## config.mk

```make
export PLATFORM = sky130hd
export DESIGN_NAME = comb_sort_record_keys
export DESIGN_NICKNAME = d
export VERILOG_FILES = /design/src/rtl/csrk_pkg.sv /design/src/rtl/comb_sort_record_keys.sv /design/src/rtl/csrk_ucode_rom.sv
export SDC_FILE = /design/constraint.sdc
export NUM_CORES = 2
export LEC_CHECK = 0
export BUFFER_PORTS_ARGS = -buffer_cell sky130_fd_sc_hd__buf_2
export CORE_MARGIN = 4
export CORE_UTILIZATION = 60
export CTS_BUF_LIST = sky130_fd_sc_hd__clkbuf_2
export CTS_CLUSTER_DIAMETER = 40
export CTS_CLUSTER_SIZE = 8
export DETAILED_ROUTE_END_ITERATION = 16
export HOLD_SLACK_MARGIN = 0.03
export PLACE_DENSITY = 0.79
export SLEW_MARGIN = 20
export SYNTH_ARGS = -nofsm -noshare
export SYNTH_HDL_FRONTEND = slang
export SYNTH_HIERARCHICAL = 1
export SYNTH_SLANG_ARGS = --single-unit
```

## constraint.sdc

```tcl
create_clock -name clk -period 5.36 [get_ports clk]
set_clock_uncertainty 0.05 [all_clocks]
set_input_delay 0 -clock clk [delete_from_list [all_inputs] [get_ports clk]]
set_output_delay 0 -clock clk [all_outputs]
set_load 0.1 [all_outputs]
```

## src/rtl/csrk_pkg.sv

```systemverilog
// Shared types and constants for the comb sort record key block.
// Holds the microcode word format, step addresses and the gap shrink function.
// No dependencies.
package csrk_pkg;

    localparam int YEAR_W  = 14;
    localparam int EXP_W   = 7;
    localparam int TAG_W   = 6;
    localparam int REC_W   = YEAR_W + EXP_W + TAG_W;
    localparam int GAP_W   = 7;
    localparam int SUM_W   = 8;
    localparam int STEP_W  = 4;

    // floor(g * 1000 / 1247) == (g * 52555) >> 16 for every 7-bit g
    localparam int SHRINK_SHIFT = 16;
    localparam int PROD_W       = GAP_W + SHRINK_SHIFT;
    localparam logic [PROD_W-1:0] SHRINK_MUL = PROD_W'(52555);

    typedef logic [STEP_W-1:0] step_t;

    typedef enum logic [3:0] {
        A_LOAD,
        A_INIT_GAP,
        A_PASS_START,
        A_READ_PAIR,
        A_NOP,
        A_WR_LOW,
        A_WR_HIGH,
        A_INC_J,
        A_SHRINK,
        A_EMIT_START,
        A_READ_ONE,
        A_EMIT,
        A_CLEAR
    } act_t;

    typedef enum logic [2:0] {
        C_NEVER,
        C_ALWAYS,
        C_NOT_LAST_ACC,
        C_GAP_ZERO,
        C_NO_SWAP,
        C_MORE_CMP,
        C_REPEAT,
        C_MORE_OUT
    } cond_t;

    typedef struct packed {
        act_t  act;
        cond_t cond;
        step_t target;
    } uword_t;

    localparam step_t S_IDLE       = STEP_W'(0);
    localparam step_t S_INIT_GAP   = STEP_W'(1);
    localparam step_t S_PASS_START = STEP_W'(2);
    localparam step_t S_READ_PAIR  = STEP_W'(3);
    localparam step_t S_COMPARE    = STEP_W'(4);
    localparam step_t S_WR_LOW     = STEP_W'(5);
    localparam step_t S_WR_HIGH    = STEP_W'(6);
    localparam step_t S_ADVANCE    = STEP_W'(7);
    localparam step_t S_PASS_END   = STEP_W'(8);
    localparam step_t S_EMIT_START = STEP_W'(9);
    localparam step_t S_EMIT_READ  = STEP_W'(10);
    localparam step_t S_EMIT       = STEP_W'(11);
    localparam step_t S_FINISH     = STEP_W'(12);

    function automatic logic [GAP_W-1:0] gap_shrink(input logic [GAP_W-1:0] g);
        logic [PROD_W-1:0] prod;
        prod = PROD_W'(g) * SHRINK_MUL;
        return prod[SHRINK_SHIFT +: GAP_W];
    endfunction

endpackage

```

## src/rtl/comb_sort_record_keys.sv

```systemverilog
// Top level of the comb sort record key block: record store, datapath, sequencer.
// Depends on csrk_pkg and csrk_ucode_rom.
//
// Records load one per cycle while busy is low; a record with last_in set closes
// the set and raises busy. Records past MAX_RECORDS are dropped. The stored set
// is then comb sorted ascending by year, then experience, and streamed out one
// transaction at a time on result_strobe, with last_out on the final one. The
// receiver cannot stall: each result is valid for exactly one cycle. The sort
// time is set by the single-write-port record memory: compares read, compare and
// advance, swaps write each record, passes add start and end steps, and emission
// reads then emits each record. busy drops in the cycle after the last result.
module comb_sort_record_keys #(
    parameter int MAX_RECORDS = 64
) (
    input  logic                           clk,
    input  logic                           rst_n,
    input  logic                           start,
    output logic                           busy,
    input  logic [csrk_pkg::YEAR_W-1:0]    birth_year,
    input  logic [csrk_pkg::EXP_W-1:0]     experience,
    input  logic [csrk_pkg::TAG_W-1:0]     record_tag,
    input  logic                           last_in,
    output logic                           result_strobe,
    output logic [csrk_pkg::YEAR_W-1:0]    sorted_year,
    output logic [csrk_pkg::EXP_W-1:0]     sorted_experience,
    output logic [csrk_pkg::TAG_W-1:0]     sorted_tag,
    output logic                           last_out
);

    localparam int IDX_W = (MAX_RECORDS > 1) ? $clog2(MAX_RECORDS) : 1;
    localparam int CNT_W = $clog2(MAX_RECORDS + 1);
    localparam int REC_W = csrk_pkg::REC_W;
    localparam int SUM_W = csrk_pkg::SUM_W;
    localparam int GAP_W = csrk_pkg::GAP_W;
    localparam int TAG_W = csrk_pkg::TAG_W;
    localparam int EXP_W = csrk_pkg::EXP_W;

    csrk_pkg::uword_t uword;
    csrk_pkg::step_t  upc_reg, upc_next;

    logic [CNT_W-1:0] count_reg, count_next;
    logic [GAP_W-1:0] gap_reg, gap_next;
    logic [IDX_W-1:0] j_reg, j_next;
    logic             swap_reg, swap_next;
    logic             strobe_reg, strobe_next;

    logic [REC_W-1:0] mem [MAX_RECORDS];
    logic [REC_W-1:0] lo_reg, hi_reg;
    logic [REC_W-1:0] out_rec_reg;
    logic             last_out_reg;

    logic             accept;
    logic             full;
    logic             key_gt;
    logic             cond_hit;
    logic [SUM_W-1:0] jg_sum;
    logic [SUM_W-1:0] j_inc;
    logic [IDX_W-1:0] jg_addr;
    logic [GAP_W-1:0] gap_shrunk;

    csrk_ucode_rom u_rom (
        .step  (upc_reg),
        .uword (uword)
    );

    assign busy    = (uword.act != csrk_pkg::A_LOAD);
    assign accept  = start && !busy;
    assign full    = (count_reg == CNT_W'(MAX_RECORDS));
    assign key_gt  = lo_reg[REC_W-1:TAG_W] > hi_reg[REC_W-1:TAG_W];
    assign jg_sum  = SUM_W'(j_reg) + SUM_W'(gap_reg);
    assign j_inc   = SUM_W'(j_reg) + SUM_W'(1);
    assign jg_addr = jg_sum[IDX_W-1:0];
    assign gap_shrunk = csrk_pkg::gap_shrink(gap_reg);

    always_comb
    begin
        case (uword.cond)
            csrk_pkg::C_NEVER:        cond_hit = 1'b0;
            csrk_pkg::C_ALWAYS:       cond_hit = 1'b1;
            csrk_pkg::C_NOT_LAST_ACC: cond_hit = !(accept && last_in);
            csrk_pkg::C_GAP_ZERO:     cond_hit = (gap_reg == '0);
            csrk_pkg::C_NO_SWAP:      cond_hit = !key_gt;
            csrk_pkg::C_MORE_CMP:     cond_hit = (jg_sum + SUM_W'(1)) < SUM_W'(count_reg);
            csrk_pkg::C_REPEAT:       cond_hit = (gap_reg != GAP_W'(1)) || swap_reg;
            csrk_pkg::C_MORE_OUT:     cond_hit = j_inc < SUM_W'(count_reg);
            default:                  cond_hit = 1'b0;
        endcase
        upc_next = cond_hit ? uword.target : upc_reg + csrk_pkg::step_t'(1);
    end

    always_comb
    begin
        count_next  = count_reg;
        gap_next    = gap_reg;
        j_next      = j_reg;
        swap_next   = swap_reg;
        strobe_next = 1'b0;
        unique case (uword.act)
            csrk_pkg::A_LOAD:
            begin
                if (accept && !full)
                begin
                    count_next = count_reg + CNT_W'(1);
                end
            end
            csrk_pkg::A_INIT_GAP:   gap_next = csrk_pkg::gap_shrink(GAP_W'(count_reg));
            csrk_pkg::A_PASS_START:
            begin
                j_next    = '0;
                swap_next = 1'b0;
            end
            csrk_pkg::A_WR_LOW:     swap_next = 1'b1;
            csrk_pkg::A_INC_J:      j_next = j_inc[IDX_W-1:0];
            csrk_pkg::A_SHRINK:
            begin
                if (gap_reg != GAP_W'(1))
                begin
                    gap_next = (gap_shrunk == '0) ? GAP_W'(1) : gap_shrunk;
                end
            end
            csrk_pkg::A_EMIT_START: j_next = '0;
            csrk_pkg::A_EMIT:
            begin
                strobe_next = 1'b1;
                j_next      = j_inc[IDX_W-1:0];
            end
            csrk_pkg::A_CLEAR:
            begin
                count_next = '0;
                gap_next   = '0;
                swap_next  = 1'b0;
            end
            csrk_pkg::A_READ_PAIR, csrk_pkg::A_NOP, csrk_pkg::A_WR_HIGH,
            csrk_pkg::A_READ_ONE:
            begin
            end
            default:
            begin
            end
        endcase
    end

    always_ff @(posedge clk or negedge rst_n)
    begin
        if (!rst_n)
        begin
            upc_reg    <= csrk_pkg::S_IDLE;
            count_reg  <= '0;
            gap_reg    <= '0;
            j_reg      <= '0;
            swap_reg   <= 1'b0;
            strobe_reg <= 1'b0;
        end
        else
        begin
            upc_reg    <= upc_next;
            count_reg  <= count_next;
            gap_reg    <= gap_next;
            j_reg      <= j_next;
            swap_reg   <= swap_next;
            strobe_reg <= strobe_next;
        end
    end

    // record memory: one write port, two registered read ports
    always_ff @(posedge clk)
    begin
        if (uword.act == csrk_pkg::A_LOAD && accept && !full)
        begin
            mem[count_reg[IDX_W-1:0]] <= {birth_year, experience, record_tag};
        end
        else if (uword.act == csrk_pkg::A_WR_LOW)
        begin
            mem[j_reg] <= hi_reg;
        end
        else if (uword.act == csrk_pkg::A_WR_HIGH)
        begin
            mem[jg_addr] <= lo_reg;
        end

        if (uword.act == csrk_pkg::A_READ_PAIR || uword.act == csrk_pkg::A_READ_ONE)
        begin
            lo_reg <= mem[j_reg];
        end
        if (uword.act == csrk_pkg::A_READ_PAIR)
        begin
            hi_reg <= mem[jg_addr];
        end
    end

    always_ff @(posedge clk)
    begin
        if (uword.act == csrk_pkg::A_EMIT)
        begin
            out_rec_reg  <= lo_reg;
            last_out_reg <= (j_inc == SUM_W'(count_reg));
        end
    end

    assign result_strobe     = strobe_reg;
    assign sorted_year       = out_rec_reg[REC_W-1 -: csrk_pkg::YEAR_W];
    assign sorted_experience = out_rec_reg[TAG_W +: EXP_W];
    assign sorted_tag        = out_rec_reg[TAG_W-1:0];
    assign last_out          = last_out_reg;

endmodule

```

## src/rtl/csrk_ucode_rom.sv

```systemverilog
// Microcode program store for the comb sort sequencer.
// One control word per step: datapath action, jump condition, jump target.
// Depends on csrk_pkg.
module csrk_ucode_rom (
    input  csrk_pkg::step_t  step,
    output csrk_pkg::uword_t uword
);

    always_comb
    begin
        unique case (step)
            csrk_pkg::S_IDLE:
                uword = '{csrk_pkg::A_LOAD, csrk_pkg::C_NOT_LAST_ACC, csrk_pkg::S_IDLE};
            csrk_pkg::S_INIT_GAP:
                uword = '{csrk_pkg::A_INIT_GAP, csrk_pkg::C_NEVER, csrk_pkg::S_IDLE};
            csrk_pkg::S_PASS_START:
                uword = '{csrk_pkg::A_PASS_START, csrk_pkg::C_GAP_ZERO,
                          csrk_pkg::S_EMIT_START};
            csrk_pkg::S_READ_PAIR:
                uword = '{csrk_pkg::A_READ_PAIR, csrk_pkg::C_NEVER, csrk_pkg::S_IDLE};
            csrk_pkg::S_COMPARE:
                uword = '{csrk_pkg::A_NOP, csrk_pkg::C_NO_SWAP, csrk_pkg::S_ADVANCE};
            csrk_pkg::S_WR_LOW:
                uword = '{csrk_pkg::A_WR_LOW, csrk_pkg::C_NEVER, csrk_pkg::S_IDLE};
            csrk_pkg::S_WR_HIGH:
                uword = '{csrk_pkg::A_WR_HIGH, csrk_pkg::C_NEVER, csrk_pkg::S_IDLE};
            csrk_pkg::S_ADVANCE:
                uword = '{csrk_pkg::A_INC_J, csrk_pkg::C_MORE_CMP, csrk_pkg::S_READ_PAIR};
            csrk_pkg::S_PASS_END:
                uword = '{csrk_pkg::A_SHRINK, csrk_pkg::C_REPEAT, csrk_pkg::S_PASS_START};
            csrk_pkg::S_EMIT_START:
                uword = '{csrk_pkg::A_EMIT_START, csrk_pkg::C_NEVER, csrk_pkg::S_IDLE};
            csrk_pkg::S_EMIT_READ:
                uword = '{csrk_pkg::A_READ_ONE, csrk_pkg::C_NEVER, csrk_pkg::S_IDLE};
            csrk_pkg::S_EMIT:
                uword = '{csrk_pkg::A_EMIT, csrk_pkg::C_MORE_OUT, csrk_pkg::S_EMIT_READ};
            csrk_pkg::S_FINISH:
                uword = '{csrk_pkg::A_CLEAR, csrk_pkg::C_ALWAYS, csrk_pkg::S_IDLE};
            default:
                uword = '{csrk_pkg::A_CLEAR, csrk_pkg::C_ALWAYS, csrk_pkg::S_IDLE};
        endcase
    end

endmodule

```

# After elaboration in Yosys (flattened, before gate mapping)
# Memory sizes are Yosys's and may differ from the RTL's. A register that Yosys moved wholly into a read port is not among the register bits.
# Index checks and enable logic that the tools add are counted.
classes:
  addsub: 5
  multipliers: 2
  n_div: 0
  n_lt_le_gt_ge: 3
  eq_ne: 23
  n_shift: 0
  mux: 25
  n_bitwise: 0
  n_reduce_logical: 27
op_table:
  columns: ["op", "n"]
  rows:
  - ["$mux W27", 2]
  - ["$reduce_or A27 Y1", 2]
  - ["$mul A7 B16 Y23 const B", 2]
  - ["$gt A21 B21 Y1", 1]
  - ["$mux W7", 3]
  - ["$pmux W7 S3", 1]
  - ["$eq A4 B4 Y1 const B", 5]
  - ["$logic_not A7 Y1", 2]
  - ["$pmux W7 S2", 1]
  - ["$eq A3 B3 Y1 const B", 4]
  - ["$eq A4 B3 Y1 const B", 3]
  - ["$mux W1", 12]
  - ["$mux W6", 2]
  - ["$pmux W6 S2", 1]
  - ["$add A6 B7 Y8", 1]
  - ["$add A8 B1 Y8 const B", 1]
  - ["$eq A4 B2 Y1 const B", 2]
  - ["$lt A8 B7 Y1", 1]
  - ["$pmux W1 S8", 1]
  - ["$add A6 B1 Y7 const B", 1]
  - ["$add A7 B1 Y7 const B", 1]
  - ["$eq A7 B7 Y1", 1]
  - ["$eq A7 B7 Y1 const B", 1]
  - ["$lt A7 B7 Y1", 1]
  - ["18 further kinds", 33]
word_totals:
  reg_bits: 54
  latch_bits: 0
  mem_bits_rw: 1728
  rom_bits: 176
  out_inout_bits: 30
  elab_cells: 95
  memories: 2
mem_list:
  columns: ["memory", "words", "word_bits", "read_ports", "rd_clocked_by_memory_dff", "write_ports", "line", "source"]
  rows:
  - ["mem", 64, 27, 2, 2, 1, "comb_sort_record_keys.sv:47", "logic [REC_W-1:0] mem [MAX_RECORDS];"]
  - ["(name not given)", 16, 11, 1, 0, 0, "csrk_ucode_rom.sv:11", "unique case (step)"]

# Longest topological paths before layout
# An unclocked memory read counts as a cell.
logic_depth:
  depth_word: 11
  mapped_depth: 17
  ltp_nobuf: 17

# Modules after synthesis
# The synthesis kept the hierarchy.
modules_own_cells:
  columns: ["module", "instances", "cells_each", "area_each_um2", "seq_area_each_um2"]
  rows:
  - ["comb_sort_record_keys", 1, 4941, 89306.9, 55002.8]
  - ["csrk_ucode_rom", 1, 27, 202.7, 0.0]

# Worst setup path after synthesis
# Ideal clock, no wire load.
synth_path:
  kind: "flip-flop to flip-flop"
  from: "reg upc_reg[2]"
  to: "mem mem[0][10] (netlist bit), data pin"
  arrival_ps: 4690
  required_ps: 4609
  path_slack_ps: -81
  stages_incl_launch_ff: 9
  path_buffers: 4
  synth_period_minus_slack_ps: 5441
  path_cell_list: "dfrtp_1 > buf_6 > a21oi_1 > nor4bb_1 > buf_2 > buf_2 > buf_2 > mux2i_1 > o21ai_0"
synth_lines:
  columns: ["item", "line", "source"]
  rows:
  - ["start: declaration", "comb_sort_record_keys.sv:39", "csrk_pkg::step_t upc_reg, upc_next;"]
  - ["start signal: assignment", "comb_sort_record_keys.sv:147", "upc_reg <= csrk_pkg::S_IDLE;"]
  - ["start signal: assignment", "comb_sort_record_keys.sv:156", "upc_reg <= upc_next;"]
  - ["end: declaration", "comb_sort_record_keys.sv:47", null]

# Worst setup path after layout
layout_path:
  from: "reg upc_reg[3]"
  to: "mem mem[7][17] (netlist bit) (enable)"
layout_via:
  elab_chain_len: 11
  word_cells_on_any_way: 24
  cone_classes: "2 x eq/ne; 13 x mux; 8 x reduce/logical; 1 x memory"
layout_rtl:
  columns: ["item", "line", "source"]
  rows:
  - ["$mem_v2 Z16 W11 (*)", null, null]
  - ["$reduce_bool A4 Y1", "comb_sort_record_keys.sv:66", "assign busy = (uword.act != csrk_pkg::A_LOAD);"]
  - ["$logic_not A1 Y1", "comb_sort_record_keys.sv:67", "assign accept = start && !busy;"]
  - ["$logic_and A1 B1 Y1", "comb_sort_record_keys.sv:67", null]
  - ["$logic_and A1 B1 Y1 (2 in series)", "comb_sort_record_keys.sv:168", "if (uword.act == csrk_pkg::A_LOAD && accept && !full)"]
  - ["$mux W1", "comb_sort_record_keys.sv:168", null]
  - ["$mux W1 (not written as such)", "comb_sort_record_keys.sv:174", "mem[j_reg] <= hi_reg;"]
  - ["$reduce_or A27 Y1 (no line)", null, null]
  - ["$mux W6 (no line) or $mux W1 (tied branches) (2 in series)", null, null]
# Every way passes the cells marked *; elsewhere a longest branch is shown, timed or not.

==> qor.csv <==
stage,metric,value,unit
placed_design,pre_cts_ws,879.6,ps
pwr,power_frac_seq,0.311,
cells_and_area,regMostFlops,mem,
critical_path,end_kind,flop,
detailed_routing,drc,0,
pwr,pwr-share-comb,0.572,
placed_design,io_buffer_count,60,
logic_synthesis,synth_area_leaders,"edfxtp_1 (61%), mux4_2 (20%), mux2i_1 (4.0%)",
pwr,power_frac_clock,0.118,
timing,whs,296.3,ps
timing,rsz0062_at_grt,no,
global_routing,grt_pass1_wl,371700,um
critical_path,crit_top_cell,buf_4,
logic_synthesis,syn_avg_cell_area,18.02,um2
pwr,leakage,29.88,nW
global_routing,antenna_found_initial,15,
global_routing,grt_max_degree,113,
outcome,status,"finished, final reports clean",
clock_network,cts_made_buffers,292,
logic_synthesis,syn-num-nets,5208,
logic_synthesis,synth_top_area_share,0.6072,
logic_synthesis,synth_edf_count,1810,
critical_path,cp_top_family,simple AND/OR/NAND/NOR gates,
floorplan,die_h,394.2,um
floorplan,boundaryPins,61,
logic_synthesis,synth_ff_type,edfxtp_1,
cells_and_area,area_growth_syn_to_layout,7.800,%
timing,fmax,202.6,MHz
clock_network,cts_sinks,1836,
critical_path,worstPathRequired,6670,ps
cells_and_area,finalNetCount,5493,
detailed_routing,drtIter0Drc,7775,
critical_path,crit_chain,buf_4 -> nor2_4 -> nand3_1 -> dlygate4sd3_1 -> a41oi_1 -> buf_4 -> nand2_1 -> a21oi_1 -> nand2_1 -> nor2_4 -> buf_4,
detailed_routing,vias,53880,
detailed_routing,wl_per_cell,34.87,um
detailed_routing,top_layer,met5,
cells_and_area,final_area,96490,um2
global_routing,grt_remaining_overflow,0,
floorplan,initial_utilization,0.6047,
placed_design,finalWeightedCongestion,0.8988,
floorplan,core-area,148000,um2
timing,post-route-period-util,0.9209,
timing,tns,0,ps
timing,fin_crit,4936,ps
clock_network,post_cts_buffers,0,
critical_path,crit_buf_inv,4,
timing,worst_slack,423.7,ps
logic_synthesis,yosysWarnings,6,
logic_synthesis,syn_area,89510,um2
cells_and_area,drive_gt1_frac,0.3098,
detailed_routing,viasPerCell,7.410,
critical_path,slowest_delay,670,ps
logic_synthesis,ys_seq_elements,1836,
run,drv_cap,0,
detailed_routing,wl_met3,40440,um
logic_synthesis,yosysTopAreaCell,edfxtp_1,
cells_and_area,largest_reg_flops,1728,
clock_network,cts_tree,done,
clock_network,cts-root-buf,clkbuf_2,
critical_path,cp_data_arrival_time,6250,ps
timing,slew_headroom,0.2225,
timing,hold_viol_final,0,
logic_synthesis,async_flop_share,0.01416,
pwr,p_sw_frac,0.4109,
pwr,intPower,33.15,mW
floorplan,rows,141,
worst_hold_path,hp-class,input pin to flop,
detailed_routing,met2_length,117400,um
placed_design,hpwl,155900,um
critical_path,critical_path_class,flop to flop,
timing,setup_violations,0,
placed_design,place_area,93740,um2
logic_synthesis,synth_seq_area_share,0.6145,
placed_design,dp.cells,6812,
detailed_routing,met1_length,85780,um
critical_path,cp-start-kind,flop,
cells_and_area,instances_no_fill,7271,
floorplan,dieArea,155400,um2
global_routing,grt_use_total,0.3287,
critical_path,slowest_stage,nor2_4,
pwr,peakVddDrop,0.8362,mV
logic_synthesis,synth_cells,4968,
detailed_routing,ant_nets,0,
global_routing,first_global_vias,55040,
clock_network,htreeDepth,5,
detailed_routing,wirelength,253500,um
detailed_routing,firstDrtPassIters,6,
clock_network,clk_pin_slew,180,ps
clock_network,clockBufferDepth,4,
critical_path,crit_path_max_fanout,15,
floorplan,die_x,394.2,um
logic_synthesis,ys_types,66,
pwr,power_density,583.2,nW/um2
timing,worstMarginPinSlew,1166,ps
timing,maxSlewViolCount,0,
clock_network,clk-insertion-delay-late,1730,ps
pwr,p_sw,23.13,mW
[per-stage QoR]
stage / power [mW] / utilization
after floorplan: 39.86 / -
after global placement: 48.54 / 0.6333
after detailed placement: 49.19 / 0.6333
after CTS: 55.80 / 0.6517
after global routing: 59.39 / 0.6518
final: 56.28 / 0.6519
[cell usage in the layout (no fill, tap or decap), types with 50 or more instances in the layout]
| cell type | synthesis | final |
|---|---|---|
| mux4_2 | 810 | 810 |
| buf_4 | 13 | 148 |
| inv_1 | 94 | 94 |
| edfxtp_1 | 1810 | 1810 |
| mux2_2 | 110 | 110 |
| mux2i_1 | 358 | 358 |
| nor2_4 | 1 | 65 |
| nand2_1 | 205 | 204 |
| buf_2 | 81 | 60 |
| o22ai_1 | 111 | 111 |
| dlygate4sd3_1 | 0 | 76 |
| nor2_1 | 119 | 55 |
| o221ai_1 | 114 | 114 |
| clkbuf_2 | 0 | 333 |
| ha_1 | 173 | 172 |
| o21ai_0 | 174 | 147 |
| a21oi_1 | 272 | 272 |
| buf_12 | 0 | 50 |
[path summary, 6_finish.rpt]
kind                                from             end  slack (ps)  cells past startpoint
min                        record_tag[0]       mem[0][0]         300                      6
min reg2reg                    lo_reg[0]  out_rec_reg[0]         370                      0
max                           upc_reg[3]      mem[7][17]         420                     11
min in group asynchronous          rst_n        j_reg[3]         410                      6
max reg2reg                   upc_reg[3]      mem[7][17]         420                     11
max in group asynchronous          rst_n      gap_reg[0]        4590                      6
[worst reg2reg max path: stages (launching register included)]
cell and delay (ps):
dfrtp_1 550, buf_4 290, nor2_4 260, nand3_1 130
dlygate4sd3_1 580, a41oi_1 430, buf_4 290, nand2_1 80
a21oi_1 290, nand2_1 590, nor2_4 670, buf_4 360
[cells by family after synthesis]
group,share of synthesized area
XOR/XNOR,0.003718
buffers and inverters,0.02034
AO/OA/AOI/OAI,0.05115
flip-flops,0.6145
AND/OR/NAND/NOR,0.02002
multiplexers,0.2581
adder cells (fa/ha/maj),0.03223
[per-layer routing]
metal	vias up	GRT usage
li1	21480	-
met3	747	0.1182
met5	-	0
met1	27320	0.4449
met4	4	0.1205
met2	4332	0.4987
[power by group through the flow]
stage               registers, mW  logic (mW)  clock network [mW]
floorplan                    17.6        22.3                   0
global placement             17.7        30.8                   0
detailed placement           17.8        31.4                   0
CTS                          17.4        31.6                6.71
global route                 17.5        34.5                7.42
finish                       17.5        32.2                6.63
[layout make-up]
| cell class | instances | area (um2) |
|---|---|---|
| diodes | 12 | 30.03 |
| clock buffers | 333 | 1667 |
| clock inverters | 37 | 275.3 |
| fillers | 9684 | 51520 |
| inverters | 94 | 352.8 |
| multi-input cells | 2695 | 33560 |
| flip-flops and latches | 1836 | 55020 |
| well taps | 1930 | 2415 |
| repair buffers | 334 | 3173 |
[what timing repair did]
item	CTS	global route
gates resized for setup	0	0
hold endpoints to repair	2560	0
endpoints found under the setup margin	0	0
hold buffers	77	0
[cell usage after synthesis (5+ instances only)]
master,number
o221ai_1,114
o211ai_1,5
edfxtp_1,1810
ha_1,173
mux2_2,110
o21ai_0,174
xnor2_1,25
and3_1,7
nand4_1,14
a211oi_1,8
a21oi_1,272
buf_2,81
mux2i_1,358
dfrtp_1,26
o22ai_1,111
fa_1,36
buf_4,13
mux4_2,810
o21a_1,10
nor2_1,119
nand3_1,18
buf_1,56
xor2_1,13
nor4_1,5
nand2_1,205
clkbuf_1,189
nand2b_1,7
nor2b_1,10
a21o_1,22
o31ai_1,5
inv_1,94
Note: power is estimated with default switching activity, not from simulation.
